## src/hdl/ttep_pkg.sv

```systemverilog
`timescale 1ns / 1ps

package ttep_pkg;

	typedef enum logic [2:0] {
		OP_NONE   = 3'd0,
		OP_DRAW   = 3'd1,
		OP_ERASE  = 3'd2,
		OP_CLEAR  = 3'd3,
		OP_SCROLL = 3'd4
	} op_t;

	typedef struct packed {
		op_t        op;
		logic [7:0] row_a;
		logic [7:0] col_a;
		logic [7:0] span_end;
		logic [7:0] glyph;
	} cmd_t;

	typedef struct packed {
		logic [1:0] attr;
		logic [7:0] cur_row;
		logic [7:0] cur_col;
		logic       cur_visible;
		logic       insert_mode;
	} status_t;

	// Everything one byte produces: one or two commands plus the cursor status.
	typedef struct packed {
		cmd_t    cmd0;
		cmd_t    cmd1;
		logic    two;
		status_t status;
	} result_t;

	localparam cmd_t CMD_NONE = '{op: OP_NONE, row_a: 8'd0, col_a: 8'd0,
		span_end: 8'd0, glyph: 8'd0};

	function automatic logic is_hideable(input op_t op);
		return (op == OP_DRAW) || (op == OP_ERASE) || (op == OP_SCROLL);
	endfunction

endpackage

```

## src/hdl/text_terminal_escape_parser.sv

```systemverilog
`timescale 1ns / 1ps
// Channel | Handshake              | Payload
// in      | in_valid / in_ready    | byte_in
// out     | out_valid / out_ready  | op, row_a, col_a, span_end, glyph, attr, cur_row,
//         |                        | cur_col, cur_visible, insert_mode, last
// cfg     | cfg_valid / cfg_ready  | hide_output
//
// A byte is registered on acceptance and, once the output register is free, is
// decoded straight into it. Bytes that give one command flow at one per cycle while
// out_ready stays high; a two-command byte holds the output register until both
// are taken. A byte's first command passes through byte_s1 and res_q to the port.
// Reset puts the cursor at the top left with the full screen as scroll region.
// A stall on the output backs up into the input register and then in_ready.

module text_terminal_escape_parser #(
	parameter int COLUMNS = 80,
	parameter int ROWS    = 30
) (
	input  logic       clk,
	input  logic       arst_n,
	input  logic       in_valid,
	output logic       in_ready,
	input  logic [7:0] byte_in,
	output logic       out_valid,
	input  logic       out_ready,
	output logic [2:0] op,
	output logic [7:0] row_a,
	output logic [7:0] col_a,
	output logic [7:0] span_end,
	output logic [7:0] glyph,
	output logic [1:0] attr,
	output logic [7:0] cur_row,
	output logic [7:0] cur_col,
	output logic       cur_visible,
	output logic       insert_mode,
	output logic       last,
	input  logic       cfg_valid,
	output logic       cfg_ready,
	input  logic       hide_output
);
	import ttep_pkg::*;

	logic [7:0] byte_s1;
	logic       valid_s1;
	logic       hide_q;
	result_t    step_res;
	result_t    res_q;
	logic       out_valid_q;
	logic       second_q;
	logic       out_done;
	logic       out_free;
	logic       advance;
	cmd_t       cur_cmd;

	assign cfg_ready = 1'b1;

	always_ff @(posedge clk or negedge arst_n) begin
		if (!arst_n) begin
			hide_q <= 1'b0;
		end else if (cfg_valid) begin
			hide_q <= hide_output;
		end
	end

	ttep_parser #(
		.COLUMNS (COLUMNS),
		.ROWS    (ROWS)
	) u_parser (
		.clk     (clk),
		.arst_n  (arst_n),
		.advance (advance),
		.byte_in (byte_s1),
		.hide    (hide_q),
		.result  (step_res)
	);

	assign last     = res_q.two ? second_q : 1'b1;
	assign out_done = out_valid_q && out_ready && last;
	assign out_free = !out_valid_q || out_done;
	assign advance  = valid_s1 && out_free;
	assign in_ready = !valid_s1 || advance;

	always_ff @(posedge clk or negedge arst_n) begin
		if (!arst_n) begin
			valid_s1 <= 1'b0;
		end else if (in_ready) begin
			valid_s1 <= in_valid;
		end
	end

	always_ff @(posedge clk) begin
		if (in_valid && in_ready) byte_s1 <= byte_in;
		if (advance) res_q <= step_res;
	end

	always_ff @(posedge clk or negedge arst_n) begin
		if (!arst_n) begin
			out_valid_q <= 1'b0;
			second_q    <= 1'b0;
		end else if (advance) begin
			out_valid_q <= 1'b1;
			second_q    <= 1'b0;
		end else if (out_valid_q && out_ready) begin
			if (last) out_valid_q <= 1'b0;
			else second_q <= 1'b1;
		end
	end

	assign cur_cmd     = second_q ? res_q.cmd1 : res_q.cmd0;
	assign out_valid   = out_valid_q;
	assign op          = cur_cmd.op;
	assign row_a       = cur_cmd.row_a;
	assign col_a       = cur_cmd.col_a;
	assign span_end    = cur_cmd.span_end;
	assign glyph       = cur_cmd.glyph;
	assign attr        = res_q.status.attr;
	assign cur_row     = res_q.status.cur_row;
	assign cur_col     = res_q.status.cur_col;
	assign cur_visible = res_q.status.cur_visible;
	assign insert_mode = res_q.status.insert_mode;

endmodule

```

## src/hdl/ttep_parser.sv

```systemverilog
`timescale 1ns / 1ps

module ttep_parser #(
	parameter int COLUMNS = 80,
	parameter int ROWS    = 30
) (
	input  logic                clk,
	input  logic                arst_n,
	input  logic                advance,
	input  logic [7:0]          byte_in,
	input  logic                hide,
	output ttep_pkg::result_t   result
);
	import ttep_pkg::*;

	typedef enum logic [2:0] {
		PS_IDLE = 3'd0,
		PS_ESC  = 3'd1,
		PS_CSI  = 3'd2,
		PS_NUM1 = 3'd3,
		PS_PRIV = 3'd4,
		PS_SEMI = 3'd5,
		PS_NUM2 = 3'd6,
		PS_PNUM = 3'd7
	} pstate_t;

	localparam logic [7:0]  CH_BS   = 8'h08;
	localparam logic [7:0]  CH_TAB  = 8'h09;
	localparam logic [7:0]  CH_LF   = 8'h0A;
	localparam logic [7:0]  CH_CR   = 8'h0D;
	localparam logic [7:0]  CH_ESC  = 8'h1B;
	localparam logic [7:0]  CH_SP   = 8'h20;
	localparam logic [7:0]  CH_ZERO = 8'h30;
	localparam logic [7:0]  CH_NINE = 8'h39;

	localparam logic [7:0]  COLS8    = 8'(COLUMNS);
	localparam logic [8:0]  COLS9    = 9'(COLUMNS);
	localparam logic [11:0] COLS12   = 12'(COLUMNS);
	localparam logic [7:0]  COL_LAST = 8'(COLUMNS - 1);
	localparam logic [8:0]  ROWS9    = 9'(ROWS);
	localparam logic [10:0] ROWS11   = 11'(ROWS);
	localparam logic [9:0]  NUM1_MAX = 10'd99;
	localparam logic [10:0] NUM2_MAX = 11'd199;
	localparam logic [9:0]  MODE_INSERT = 10'd4;
	localparam logic [9:0]  MODE_CURSOR = 10'd25;
	localparam logic [9:0]  SGR_NORMAL  = 10'd0;
	localparam logic [9:0]  SGR_BOLD    = 10'd1;
	localparam logic [9:0]  SGR_FAINT   = 10'd2;
	localparam logic [9:0]  SGR_RESET   = 10'd27;
	localparam logic [1:0]  ATTR_NORMAL = 2'd0;
	localparam logic [1:0]  ATTR_HIGH   = 2'd1;
	localparam logic [1:0]  ATTR_HALF   = 2'd2;

	pstate_t     pstate_q, pstate_d;
	logic [9:0]  num1_q, num1_d;
	logic [10:0] num2_q, num2_d;
	logic [7:0]  row_q, row_d;
	logic [7:0]  col_q, col_d;
	logic [7:0]  top_q, top_d;
	logic [8:0]  bottom_q, bottom_d;
	logic [1:0]  attr_q, attr_d;
	logic        show_q, show_d;
	logic        ins_q, ins_d;

	cmd_t        raw_a, raw_b;
	logic        raw_a_vld, raw_b_vld;
	logic        keep_a, keep_b;

	logic        is_digit;
	logic [3:0]  digit;
	logic        at_bottom;
	logic [8:0]  col_inc;
	logic [8:0]  tab_col;
	logic [9:0]  num1_acc;
	logic [10:0] num2_acc;
	logic [11:0] erase_end;
	logic [10:0] r_m1, c_m1, t_m1;
	cmd_t        scroll_cmd;

	assign is_digit  = (byte_in >= CH_ZERO) && (byte_in <= CH_NINE);
	assign digit     = byte_in[3:0];
	// Moving down from the last region row scrolls instead of moving.
	assign at_bottom = ({1'b0, row_q} + 9'd1) >= bottom_q;
	assign col_inc   = {1'b0, col_q} + 9'd1;
	assign tab_col   = {({1'b0, col_q[7:3]} + 6'd1), 3'b000};
	assign num1_acc  = (num1_q << 3) + (num1_q << 1) + 10'(digit);
	assign num2_acc  = (num2_q << 3) + (num2_q << 1) + 11'(digit);
	assign erase_end = 12'(col_q) + 12'(num1_q);
	assign r_m1      = 11'(num1_q) - 11'd1;
	assign c_m1      = num2_q - 11'd1;
	assign t_m1      = r_m1;
	assign scroll_cmd = '{op: OP_SCROLL, row_a: top_q, col_a: 8'd0,
		span_end: bottom_q[7:0], glyph: 8'd0};

	always_comb begin
		pstate_d  = PS_IDLE;
		num1_d    = num1_q;
		num2_d    = num2_q;
		row_d     = row_q;
		col_d     = col_q;
		top_d     = top_q;
		bottom_d  = bottom_q;
		attr_d    = attr_q;
		show_d    = show_q;
		ins_d     = ins_q;
		raw_a     = CMD_NONE;
		raw_b     = CMD_NONE;
		raw_a_vld = 1'b0;
		raw_b_vld = 1'b0;

		unique case (pstate_q)
			PS_IDLE: begin
				if (byte_in == CH_BS) begin
					if (col_q != 8'd0) begin
						col_d = col_q - 8'd1;
					end else if (row_q > top_q) begin
						col_d = COL_LAST;
						row_d = row_q - 8'd1;
					end
				end else if (byte_in == CH_TAB) begin
					if (tab_col >= COLS9) begin
						col_d = 8'd0;
						if (at_bottom) begin
							raw_a     = scroll_cmd;
							raw_a_vld = 1'b1;
						end else begin
							row_d = row_q + 8'd1;
						end
					end else begin
						col_d = tab_col[7:0];
					end
				end else if (byte_in == CH_LF) begin
					col_d = 8'd0;
					if (at_bottom) begin
						raw_a     = scroll_cmd;
						raw_a_vld = 1'b1;
					end else begin
						row_d = row_q + 8'd1;
					end
				end else if (byte_in == CH_CR) begin
					col_d = 8'd0;
				end else if (byte_in == CH_ESC) begin
					pstate_d = PS_ESC;
				end else if (byte_in >= CH_SP) begin
					raw_a     = '{op: OP_DRAW, row_a: row_q, col_a: col_q,
						span_end: 8'd0, glyph: byte_in};
					raw_a_vld = 1'b1;
					if (col_inc >= COLS9) begin
						col_d = 8'd0;
						if (at_bottom) begin
							raw_b     = scroll_cmd;
							raw_b_vld = 1'b1;
						end else begin
							row_d = row_q + 8'd1;
						end
					end else begin
						col_d = col_inc[7:0];
					end
				end
			end
			PS_ESC: begin
				if (byte_in == "[") pstate_d = PS_CSI;
			end
			PS_CSI: begin
				if (byte_in == "?") begin
					pstate_d = PS_PRIV;
				end else if (byte_in == "A") begin
					if (row_q > top_q) row_d = row_q - 8'd1;
				end else if (byte_in == "B") begin
					if (at_bottom) begin
						raw_a     = scroll_cmd;
						raw_a_vld = 1'b1;
					end else begin
						row_d = row_q + 8'd1;
					end
				end else if (byte_in == "C") begin
					if (col_inc >= COLS9) begin
						col_d = 8'd0;
						if (at_bottom) begin
							raw_a     = scroll_cmd;
							raw_a_vld = 1'b1;
						end else begin
							row_d = row_q + 8'd1;
						end
					end else begin
						col_d = col_inc[7:0];
					end
				end else if (byte_in == "D") begin
					if (col_q != 8'd0) begin
						col_d = col_q - 8'd1;
					end else if (row_q > top_q) begin
						col_d = COL_LAST;
						row_d = row_q - 8'd1;
					end
				end else if (byte_in == "H") begin
					col_d = 8'd0;
					row_d = top_q;
				end else if (byte_in == "J" || byte_in == "K") begin
					raw_a     = '{op: OP_ERASE, row_a: row_q, col_a: col_q,
						span_end: COLS8, glyph: 8'd0};
					raw_a_vld = 1'b1;
					if (byte_in == "J") begin
						raw_b     = '{op: OP_CLEAR, row_a: row_q + 8'd1, col_a: 8'd0,
							span_end: 8'd0, glyph: 8'd0};
						raw_b_vld = 1'b1;
					end
				end else if (is_digit) begin
					num1_d   = 10'(digit);
					pstate_d = PS_NUM1;
				end
			end
			PS_NUM1: begin
				if (byte_in == ";") begin
					pstate_d = PS_SEMI;
				end else if (byte_in == "X") begin
					if (num1_q != 10'd0) begin
						raw_a     = '{op: OP_ERASE, row_a: row_q, col_a: col_q,
							span_end: (erase_end > COLS12) ? COLS8 : erase_end[7:0],
							glyph: 8'd0};
						raw_a_vld = 1'b1;
					end
				end else if (byte_in == "h" || byte_in == "l") begin
					if (num1_q == MODE_INSERT) ins_d = (byte_in == "h");
				end else if (byte_in == "m") begin
					if (num1_q == SGR_NORMAL || num1_q == SGR_RESET) attr_d = ATTR_NORMAL;
					else if (num1_q == SGR_BOLD) attr_d = ATTR_HIGH;
					else if (num1_q == SGR_FAINT) attr_d = ATTR_HALF;
				end else if (is_digit) begin
					num1_d   = num1_acc;
					pstate_d = (num1_acc > NUM1_MAX) ? PS_IDLE : PS_NUM1;
				end
			end
			PS_PRIV: begin
				if (is_digit) begin
					num1_d   = 10'(digit);
					pstate_d = PS_PNUM;
				end
			end
			PS_SEMI: begin
				if (is_digit) begin
					num2_d   = 11'(digit);
					pstate_d = PS_NUM2;
				end
			end
			PS_NUM2: begin
				if (byte_in == "H") begin
					if (num1_q != 10'd0 && num2_q != 11'd0 && c_m1 < 11'(COLUMNS)
						&& r_m1 >= 11'(top_q) && r_m1 < 11'(bottom_q)) begin
						col_d = c_m1[7:0];
						row_d = r_m1[7:0];
					end
				end else if (byte_in == "r") begin
					// An invalid region is ignored, but the cursor is homed anyway.
					col_d = 8'd0;
					row_d = top_q;
					if (num1_q != 10'd0 && t_m1 < ROWS11 && num2_q != 11'd0
						&& num2_q <= ROWS11 && t_m1 < num2_q) begin
						top_d    = t_m1[7:0];
						bottom_d = num2_q[8:0];
						row_d    = t_m1[7:0];
					end
				end else if (is_digit) begin
					num2_d   = num2_acc;
					pstate_d = (num2_acc > NUM2_MAX) ? PS_IDLE : PS_NUM2;
				end
			end
			PS_PNUM: begin
				if (byte_in == "h" || byte_in == "l") begin
					if (num1_q == MODE_CURSOR) show_d = (byte_in == "h");
				end else if (is_digit) begin
					num1_d   = num1_acc;
					pstate_d = (num1_acc > NUM1_MAX) ? PS_IDLE : PS_PNUM;
				end
			end
		endcase
	end

	assign keep_a = raw_a_vld && !(hide && is_hideable(raw_a.op));
	assign keep_b = raw_b_vld && !(hide && is_hideable(raw_b.op));

	always_comb begin
		result.two  = keep_a && keep_b;
		result.cmd1 = raw_b;
		if (keep_a) result.cmd0 = raw_a;
		else if (keep_b) result.cmd0 = raw_b;
		else result.cmd0 = CMD_NONE;
		result.status.attr        = attr_d;
		result.status.cur_row     = row_d;
		result.status.cur_col     = col_d;
		result.status.cur_visible = show_d;
		result.status.insert_mode = ins_d;
	end

	always_ff @(posedge clk or negedge arst_n) begin
		if (!arst_n) begin
			pstate_q <= PS_IDLE;
			num1_q   <= '0;
			num2_q   <= '0;
			row_q    <= '0;
			col_q    <= '0;
			top_q    <= '0;
			bottom_q <= ROWS9;
			attr_q   <= ATTR_NORMAL;
			show_q   <= 1'b1;
			ins_q    <= 1'b0;
		end else if (advance) begin
			pstate_q <= pstate_d;
			num1_q   <= num1_d;
			num2_q   <= num2_d;
			row_q    <= row_d;
			col_q    <= col_d;
			top_q    <= top_d;
			bottom_q <= bottom_d;
			attr_q   <= attr_d;
			show_q   <= show_d;
			ins_q    <= ins_d;
		end
	end

endmodule

```

## config.mk

```make
export PLATFORM = sky130hd
export DESIGN_NAME = text_terminal_escape_parser
export DESIGN_NICKNAME = d
export VERILOG_FILES = /design/src/hdl/ttep_pkg.sv /design/src/hdl/text_terminal_escape_parser.sv /design/src/hdl/ttep_parser.sv
export SDC_FILE = /design/constraint.sdc
export NUM_CORES = 1
export LEC_CHECK = 0
export BUFFER_PORTS_ARGS = -buffer_cell sky130_fd_sc_hd__buf_2
export CAP_MARGIN = 15
export CORE_ASPECT_RATIO = 1.75
export CORE_MARGIN = 5
export CORE_UTILIZATION = 30
export CTS_BUF_LIST = sky130_fd_sc_hd__clkbuf_4 sky130_fd_sc_hd__clkbuf_8 sky130_fd_sc_hd__clkbuf_16
export CTS_CLUSTER_DIAMETER = 200
export DETAILED_ROUTE_END_ITERATION = 10
export MAX_ROUTING_LAYER = met4
export PLACE_DENSITY_LB_ADDON = 0.2
export SLEW_MARGIN = 20
export SYNTH_ARGS = -nofsm -noshare
export SYNTH_HDL_FRONTEND = slang
export SYNTH_SLANG_ARGS = --single-unit
```

## constraint.sdc

```tcl
create_clock -name clk -period 5.1 [get_ports clk]
set_clock_uncertainty 0.15 [all_clocks]
set_input_delay 0.765 -clock clk [delete_from_list [all_inputs] [get_ports clk]]
set_output_delay 0.765 -clock clk [all_outputs]
set_load 0.02 [all_outputs]
```

Yosys cells after proc, flatten, opt, wreduce, memory -nomap -nowiden
Index checks and enable logic that the tools add are counted.
W data, S select, Z words.
{"block": "classes", "n_lt_le_gt_ge": 16, "reduce_logical": 46, "muxes": 189, "n_eq_ne": 55, "n_bitwise": 1, "n_addsub": 13}
{"operator": "$mux W35", "count": 32}
{"operator": "$mux W8", "count": 41}
{"operator": "$mux W10", "count": 14}
{"operator": "$pmux W35 S3", "count": 1}
{"operator": "$eq A8 B7 Y1 const B", "count": 13}
{"operator": "$mux W34", "count": 3}
{"operator": "$mux W3", "count": 25}
{"operator": "$pmux W35 S2", "count": 1}
{"operator": "$mux W1", "count": 49}
{"operator": "$pmux W8 S3", "count": 2}
{"operator": "$mux W11", "count": 4}
{"operator": "$pmux W10 S4", "count": 1}
{"operator": "$mux W33", "count": 1}
{"operator": "$eq A8 B4 Y1 const B", "count": 4}
{"operator": "$ne A2 B2 Y1 const B", "count": 14}
{"operator": "$pmux W3 S8", "count": 1}
{"operator": "$mux W2", "count": 11}
{"operator": "$pmux W11 S2", "count": 1}
{"operator": "$eq A10 B5 Y1 const B", "count": 2}
{"operator": "$add A8 B1 Y9 const B", "count": 2}
{"operator": "$eq A3 B3 Y1 const B", "count": 6}
{"operator": "$ge A9 B7 Y1 const B", "count": 2}
{"operator": "$logic_and A1 B1 Y1", "count": 18}
{"operator": "$eq A8 B6 Y1 const B", "count": 2}
{"operator": "47 further kinds", "count": 70}
{"block": "word_totals", "output_inout_bits": 59, "elab_cells": 351, "regBits": 164}

Logic depth before layout (Yosys ltp)
Gate-level depths: netlist of run 1.
{"block": "depth", "ltp_word": 19, "depth_mapped": 16, "ltp_nobuf": 15}

By module
Synthesis of run 1 repeated with hierarchy kept, for this count alone.
{"block": "unflattened", "cells_unflattened": 1605, "hier_area_um2": 14041.0}
{"module": "ttep_parser", "n_inst": 1, "cells_each": 1429, "area_each_um2": 10291.1}
{"module": "text_terminal_escape_parser", "n_inst": 1, "cells_each": 176, "area_each_um2": 3749.8}

Worst setup path before layout of run 1
OpenSTA, ideal clock, no wires.
{"block": "synth_timing", "path_kind": "register to register", "start": "register u_parser.num1_q[0]", "end": "register res_q, in the netlist cur_row[7] (data pin)", "setup_slack_ns": 0.246, "required_ns": 4.686, "stages_incl_launch_ff": 15, "n_path_buf": 1, "synth_period_minus_slack_ns": 4.854, "setup_time_ns": 0.264, "arrival_ns": 4.440, "path_cell_list": "dfrtp_1 > inv_1 > ha_1 > or4b_2 > o21ai_0 > o21ai_0 > ha_1 > a2111oi_0 > o21ai_0 > a311oi_1 > and2_4 > buf_6 > o211ai_2 > nor4_2 > a21oi_1"}
{"element": "from (decl)", "line_no": "ttep_parser.sv:55", "text": "logic [9:0] num1_q, num1_d;"}
{"element": "from (signal assigned)", "line_no": "ttep_parser.sv:308", "text": "num1_q <= num1_d;"}
{"element": "to (signal assigned)", "line_no": "text_terminal_escape_parser.sv:93", "text": "if (advance) res_q <= step_res;"}
{"element": "to (decl)", "line_no": "text_terminal_escape_parser.sv:47", "text": "result_t res_q;"}

==> metrics.yaml, run 1 <==
synth:
  synth_compound_area_share_pct: 23.1
  ys_top_cells_by_area: "edfxtp_1 19%, dfrtp_1 12%, ha_1 9.3%, nand2_1 4.0%, o21ai_0 4.0%"
  yosys.area.top_type: "edfxtp_1"
  syn_inst: 1498
  seq_area_frac_synth_pct: 32.0
  synth.area.mux_share_pct: 2.53
  synth-edff-count: 82
  synthAdderAreaFrac_pct: 10.1
  postSynthAreaPerCell_um2: 8.54
  yosysUniqueCellTypes: 97
  synth_ff_type: "edfxtp_1"
  synthArstFlopShare_pct: 44.2
  synth_top_area_share_pct: 19.2
  synth_seq_cells: 147
  yosys.area_share.xor_xnor_pct: 3.29
  syn-cell-area_mm2: 0.0128
  syn_nets: 1612
  synthSimpleGateAreaFrac_pct: 23.1
  synth_top_family_by_area: "compound AO/OA/AOI/OAI gates"
  yosys_warnings: 0
sta:
  fin_tns_setup_ps: 0
  relSlewSlack_pct: 26.7
  period_share_pct: 95.7
  worstMarginPinSlew_ps: 1100
  rsz0062_at_grt: "false"
  fin_crit_ps: 4880
  fmax_mhz: 205
  drv_slew: 0
  setup_violations: 0
  hold_viol_final: 0
clocking:
  clock_tree.buffer_depth: 2
  tritoncts.num_buffers: 17
  cts-root-buf: "clkbuf_16"
  cts_sinks: 147
  clk_latency_ps: 460
  cts_tree: "done"
  cts_setup_buffers: 0
  htree_levels: 4
  path_clk_slew_ps: 70
final_layout:
  final_cells: 2137
  areaGrowthSynthToFinish_pct: 14.3
  finish.net_count: 1677
  drive_gt1_share_pct: 16.4
  multi_input_area_mm2: 0.00800
  mostFrequentLayoutCell: "nand2_1"
  num-fill-cells: 4344
  layout_common_cells: "137 x nand2_1, 127 x nor2_1, 102 x o21ai_0"
  register_area_mm2: 0.00410
  num_antenna_cells: 0
route:
  ant_nets: 0
  drt_first_pass_iters: 7
  wl_mm: 56.7
  vias_per_cell: 5.89
  drcViolationCount: 0
  drt-initial-drc-count: 1011
  dr_total_vias: 12600
  post_drt_wl_per_cell_um: 26.5
critical_path:
  cp_max_fo: 13
  cpMaxStageDelayCell: "or4b_2"
  critPathLaunch: "u_parser.num1_q[1]$_DFFE_PN0P_"
  crit_top_cell: "o21ai_0"
  timing.rr.end: "cur_row[3]$_DFFE_PP_"
  rrSetupSlack_ps: 220
  cp-end-kind: "flip-flop"
  endpoint: "cur_row[3]$_DFFE_PP_"
  cp.arrival_ps: 4920
  cp.depth: 14
  critPathTopFamily: "compound AO/OA/AOI/OAI gates"
  cp.required_ps: 5140
  cp-start-kind: "flip-flop"
  reg2reg_depth: 14
  critPathMaxStageDelay_ps: 680
  worstSetupPathType: "reg2reg"
  worstReg2RegStart: "u_parser.num1_q[1]$_DFFE_PN0P_"
  crit_buf_inv: 2
  path_cells: "inv_1 -> ha_1 -> or4b_2 -> o21ai_0 -> o21ai_0 -> ha_1 -> a2111oi_0 -> o21ai_0 -> a311oi_1 -> buf_4 -> and2_4 -> a311oi_1 -> nor4_2 -> a21oi_1"
outcome:
  outcome: "completed"
global_routing:
  grt_pass1_vias: 12800
  grt_overflow: 0
  grt_antenna_before_repair: 0
  grt_pass1_wl_mm: 83.9
  grtUsageTotal_pct: 24.3
  grt_max_degree: 65
placed_design:
  dp_hpwl_mm: 44.0
  place.gp.congestion: 1.03
  portBuffers: 71
  placedCellCount: 2105
floorplan:
  boundaryPins: 73
  start_util_pct: 30.2
  dieHeight_um: 283
  floorplan.die_area_mm2: 0.0470
  core_area_mm2: 0.0424
  rows: 100
  die_w_um: 166
power:
  cellPowerDensity_mw_per_mm2: 437
  leakage_nw: 5.94
  peakVddDrop_uv: 190
job:
  drv_cap: 0
worst_hold_path:
  hold_class: "in2async"
-- report_power, final --
group | internal, W | switching [W]
Combinational | 0.00115 | 0.00219
Clock | 0.000695 | 0.000625
Sequential | 0.00149 | 0.000243
-- synth_stat cells (7+ instances only) --
| library cell | instances |
|---|---|
| nor2b_1 | 30 |
| xor2_1 | 19 |
| o221ai_1 | 9 |
| o21ai_0 | 102 |
| a32oi_1 | 7 |
| a31oi_1 | 24 |
| and4_1 | 7 |
| or2_2 | 7 |
| mux2_2 | 19 |
| xnor2_1 | 29 |
| and2_1 | 14 |
| a22o_1 | 12 |
| a211oi_1 | 19 |
| o21ai_1 | 7 |
| ha_1 | 95 |
| a221oi_1 | 10 |
| nor4_1 | 14 |
| a21o_1 | 18 |
| nand2_1 | 137 |
| o31ai_1 | 17 |
| dfrtp_1 | 60 |
| mux2i_1 | 11 |
| buf_2 | 8 |
| o21a_1 | 9 |
| buf_4 | 19 |
| o2111ai_1 | 7 |
| or3_1 | 19 |
| o211ai_1 | 23 |
| a2111oi_0 | 7 |
| nor3_1 | 53 |
| and3_1 | 28 |
| nor3b_1 | 7 |
| edfxtp_1 | 82 |
| nor2_1 | 127 |
| nand4_1 | 23 |
| a21oi_1 | 81 |
| nand2b_1 | 14 |
| nand3_1 | 44 |
| clkbuf_1 | 75 |
| inv_1 | 64 |
-- kinds of logic after synthesis --
kind of cell | Yosys count
other | 1
AOI/OAI and AO/OA | 430
and+or+nand+nor | 569
xor gates and xnor gates | 48
adders and majority gates | 100
buffers and inverters | 173
muxes | 30
DFF | 147
-- sequential cells by signal, summed over array words and instances (netlist names), 2 cells and up --
| register | count |
|---|---|
| attr | 2 |
| byte_s1 | 8 |
| cur_col | 8 |
| cur_row | 8 |
| res_q | 54 |
| u_parser.attr_q | 2 |
| u_parser.bottom_q | 9 |
| u_parser.col_q | 8 |
| u_parser.num1_q | 10 |
| u_parser.num2_q | 11 |
| u_parser.pstate_q | 3 |
| u_parser.row_q | 8 |
| u_parser.top_q | 8 |
-- cell type report --
class	instances	share of cell area, %
clock buffers	17	2.91
flip-flops and latches	147	28.0
repair buffers	154	6.79
clock inverters	15	1.14
inverters	65	1.69
well taps	561	4.80
multi-input cells	1178	54.7
-- worst register-to-register path, cell delays in order, from the launching register on --
cell and delay [ps]:
dfrtp_1 380, inv_1 160, ha_1 280, or4b_2 680
o21ai_0 280, o21ai_0 230, ha_1 360, a2111oi_0 350
o21ai_0 140, a311oi_1 220, buf_4 220, and2_4 310
a311oi_1 280, nor4_2 430, a21oi_1 150
-- stage by stage --
stage	setup WS [ps]	hold WS [ps]	utilization (%)	cell area [µm²]	power, W
6_report	221	121	34.5	14600	0.00639
5_1_grt	3.26	144	34.5	14600	0.00674
4_1_cts	220	122	34.5	14600	0.00638
3_5_place_dp	243	299	33.1	14000	0.00504
3_3_place_gp	397	298	33.0	14000	0.00502
2_1_floorplan	246	289	-	12800	0.00383
-- worst min path at each step --
stage          depth (start not counted)                        endpoint                   startpoint  slack, ps
6_report                               1  u_parser.num2_q[9]$_DFFE_PN0P_                       arst_n        120
5_1_grt                                1  u_parser.num2_q[9]$_DFFE_PN0P_                       arst_n        140
3_3_place_gp                           2     u_parser.show_q$_DFFE_PN1P_  u_parser.show_q$_DFFE_PN1P_        300
4_1_cts                                1  u_parser.num2_q[9]$_DFFE_PN0P_                       arst_n        120
3_5_place_dp                           2     u_parser.show_q$_DFFE_PN1P_  u_parser.show_q$_DFFE_PN1P_        300
2_1_floorplan                          2     u_parser.show_q$_DFFE_PN1P_  u_parser.show_q$_DFFE_PN1P_        290
-- per-layer routing --
| metal | GRT usage [%] | up-vias | wire length, µm |
|---|---|---|---|
| met5 | - | - | 0 |
| met4 | 18.3 | 0 | 5210 |
| met3 | 2.92 | 199 | 2490 |
| met2 | 42.0 | 531 | 28600 |
| met1 | 25.1 | 6111 | 20300 |
| li1 | - | 5749 | - |
-- what timing repair did --
item	in CTS	in global routing
resized for setup	0	2
hold endpoints to repair	0	0
setup endpoints to repair	0	15
hold buffers	0	0
No activity file was read; power rests on OpenSTA's default activity.
==> inputs of run 2 (changes only) <==
--- a/config.mk
+++ b/config.mk
@@ -5,6 +5,7 @@
 export SDC_FILE = /design/constraint.sdc
 export NUM_CORES = 1
 export LEC_CHECK = 0
+export ABC_AREA = 1
 export BUFFER_PORTS_ARGS = -buffer_cell sky130_fd_sc_hd__buf_2
 export CAP_MARGIN = 15
 export CORE_ASPECT_RATIO = 1.75
==> run 2 against run 1 <==
First-iteration DRC count rose by 2.0%. Sequential power grew 11%. Register-to-register slack gained 520 ps. Worst setup slack gained 520 ps. Total power is 1.6% lower. Non-clock buffer count down 43. Synthesized cell count increased by 28%. Wire length up 0.74%. Global-route usage shrank 0.16 points. Core utilization decreased by 0.39 points. Sequential share of layout area is 0.37 points lower. Combinational power decreased by 11%. Highest routed layer unchanged.
==> metrics.yaml, run 2 <==
critical_path:
  path_cells: "ha_1 -> nand3_1 -> nor2_1 -> nand3_1 -> nand2_1 -> inv_1 -> ha_1 -> nand2_1 -> nand2_1 -> a21oi_1 -> nand4_1 -> buf_4 -> o21ai_0 -> nand2_1 -> nand3_1 -> nand2_1 -> nand2_1 -> nand2_1 -> a21oi_1 -> nand2_1 -> nand3_1 -> nand2_1"
  cp_max_fo: 14
  cpMaxStageDelayCell: "dfrtp_1"
  cp.required_ps: 5250
  crit_top_cell: "nand2_1"
  cp-start-kind: "flip-flop"
  worstSetupPathType: "reg2reg"
  cp.arrival_ps: 4510
  cp-end-kind: "flip-flop"
  critPathMaxStageDelay_ps: 660
clocking:
  cts_sinks: 147
  tritoncts.num_buffers: 17
  htree_levels: 4
  clock_tree.buffer_depth: 2
  cts_tree: "done"
  cts_hold_buf: 0
  path_clk_slew_ps: 80
  clk_latency_ps: 470
  cts_resized: 0
  cts_setup_buffers: 0
  cts-root-buf: "clkbuf_16"
global_routing:
  grt_most_used_layer: "met2"
  grt_pass1_wl_mm: 84.7
  met1_usage_pct: 24.0
  grtUsageTotal_pct: 24.1
  grt_max_degree: 58
  met3_usage_pct: 2.68
  grt_antenna_before_repair: 0
  met2_usage_pct: 43.5
  grt_pass1_vias: 13600
  grt_overflow: 0
worst_hold_path:
  hold_class: "in2async"
synth:
  syn-cell-area_mm2: 0.0132
  synth_seq_cells: 147
  syn_nets: 2038
  synthArstFlopShare_pct: 44.2
  synth_most_common_cell: "nand2_1"
  synth-edff-count: 82
  ys_top_cells_by_area: "edfxtp_1 19%, nand2_1 16%, dfrtp_1 11%, ha_1 9.0%, inv_1 6.8%"
  seq_area_frac_synth_pct: 31.0
  yosys.area.top_type: "edfxtp_1"
  synth_common_cells: "574 x nand2_1, 239 x inv_1, 163 x nor2_1"
  syn_inst: 1924
  synth_top_area_share_pct: 18.6
  yosysUniqueCellTypes: 59
  postSynthAreaPerCell_um2: 6.86
  synth_ff_type: "edfxtp_1"
  yosys_warnings: 0
floorplan:
  die_w_um: 169
  rows: 101
  start_util_pct: 30.4
  core_area_mm2: 0.0435
  dieHeight_um: 288
  floorplan.die_area_mm2: 0.0485
  boundaryPins: 73
route:
  post_drt_wl_per_cell_um: 22.3
  drt_first_pass_iters: 6
  wl_mm: 57.1
  vias_per_cell: 5.19
  dr_total_vias: 13300
  ant_nets: 0
  drt-initial-drc-count: 1031
  drcViolationCount: 0
final_layout:
  mostFrequentLayoutCell: "nand2_1"
  finish.net_count: 2099
  regMostFlops: "res_q"
  largest_register_ffs: 54
  layout_common_cells: "574 x nand2_1, 239 x inv_1, 161 x nor2_1"
  reg_top3: "res_q: 54 flops, u_parser.num2_q: 11 flops, u_parser.num1_q: 10 flops"
  drive_gt1_share_pct: 11.4
  num_antenna_cells: 0
  areaGrowthSynthToFinish_pct: 12.2
power:
  peakVddDrop_uv: 172
  leakage_nw: 7.27
  power_w: 0.00629
  cellPowerDensity_mw_per_mm2: 424
sta:
  fin_crit_ps: 4360
  rsz0062_at_grt: "false"
  hold_viol_final: 0
  fin_tns_setup_ps: 0
  setup_violations: 0
  period_share_pct: 85.5
  drv_slew: 0
  fmax_mhz: 229
  worstMarginPinSlew_ps: 864
  relSlewSlack_pct: 42.4
placed_design:
  portBuffers: 71
  place.gp.congestion: 1.02
  dp_hpwl_mm: 45.0
outcome:
  outcome: "completed"
job:
  drv_cap: 0
[run 2: cell count changes after synthesis, moves of 28 or more]
cell	before	now
nand3_1	44	156
and3_1	28	0
nor2b_1	30	0
nand2_1	137	574
clkbuf_1	75	22
nor3_1	53	21
inv_1	64	239
nor2_1	127	163
[run 2: area by class of cell]
class                   instances  area, µm²
clock buffers                  17        425
clock inverters                15        208
fillers                      4782      28700
inverters                     270       1020
multi-input cells            1438       7710
flip-flops and latches        147       4100
well taps                     566        708
repair buffers                111        658
[run 2: through the flow]
| step | std cells | hold WS, ps | setup slack, ps | utilization (%) | cell area, µm² |
|---|---|---|---|---|---|
| CTS | 2564 | 140 | 795 | 34.1 | 14800 |
| detailed placement | 2532 | 302 | 846 | 32.6 | 14200 |
| finish | 2564 | 117 | 741 | 34.1 | 14800 |
| global placement | 2532 | 298 | 837 | 32.6 | 14200 |
| floorplan | 1924 | 286 | 907 | - | 13200 |
| global route | 2564 | 150 | 392 | 34.1 | 14800 |
[run 2: worst max-delay path, delay by kind of cell (launching register included)]
family | cells | cell delay (ps)
fa+ha+maj | 2 | 600
compound gates | 3 | 860
simple gates | 15 | 1560
flops | 1 | 660
buf+inv | 2 | 340
[run 2: cell families after synthesis]
family / share of synthesized area, %
AND/OR/NAND/NOR: 32.6
AO/OA/AOI/OAI: 12.7
other: 0.0284
flip-flops: 31.0
buffers and inverters: 10.7
XOR/XNOR: 3.18
adder cells (fa/ha/maj): 9.76
[run 2: power by group]
group / switching [W] / total (W) / internal [W]
combinational: 0.00214 / 0.00298 / 0.000839
sequential: 0.000284 / 0.00192 / 0.00164
clock: 0.000667 / 0.00138 / 0.000717
[run 2: per-layer routing]
metal  vias up  routed length (µm)
met2       455               30000
met5         -                   0
li1       6402                   -
met4         0                4810
met3       195                2360
met1      6261               19900
[run 2: path summary, 6_finish.rpt]
| check | startpoint | endpoint | slack (ps) | cells past startpoint |
|---|---|---|---|---|
| setup / recovery | u_parser.row_q[0]$_DFFE_PN0P_ | u_parser.row_q[1]$_DFFE_PN0P_ | 740 | 22 |
| setup reg to reg | u_parser.row_q[0]$_DFFE_PN0P_ | u_parser.row_q[1]$_DFFE_PN0P_ | 740 | 22 |
| max in group asynchronous | arst_n | u_parser.row_q[7]$_DFFE_PN0P_ | 3670 | 2 |
| hold / removal | arst_n | u_parser.num1_q[7]$_DFFE_PN0P_ | 120 | 1 |
| hold reg to reg | u_parser.bottom_q[7]$_DFFE_PN0P_ | u_parser.bottom_q[7]$_DFFE_PN0P_ | 320 | 2 |
| min in group clk | byte_in[2] | byte_s1[2]$_DFFE_PP_ | 320 | 1 |
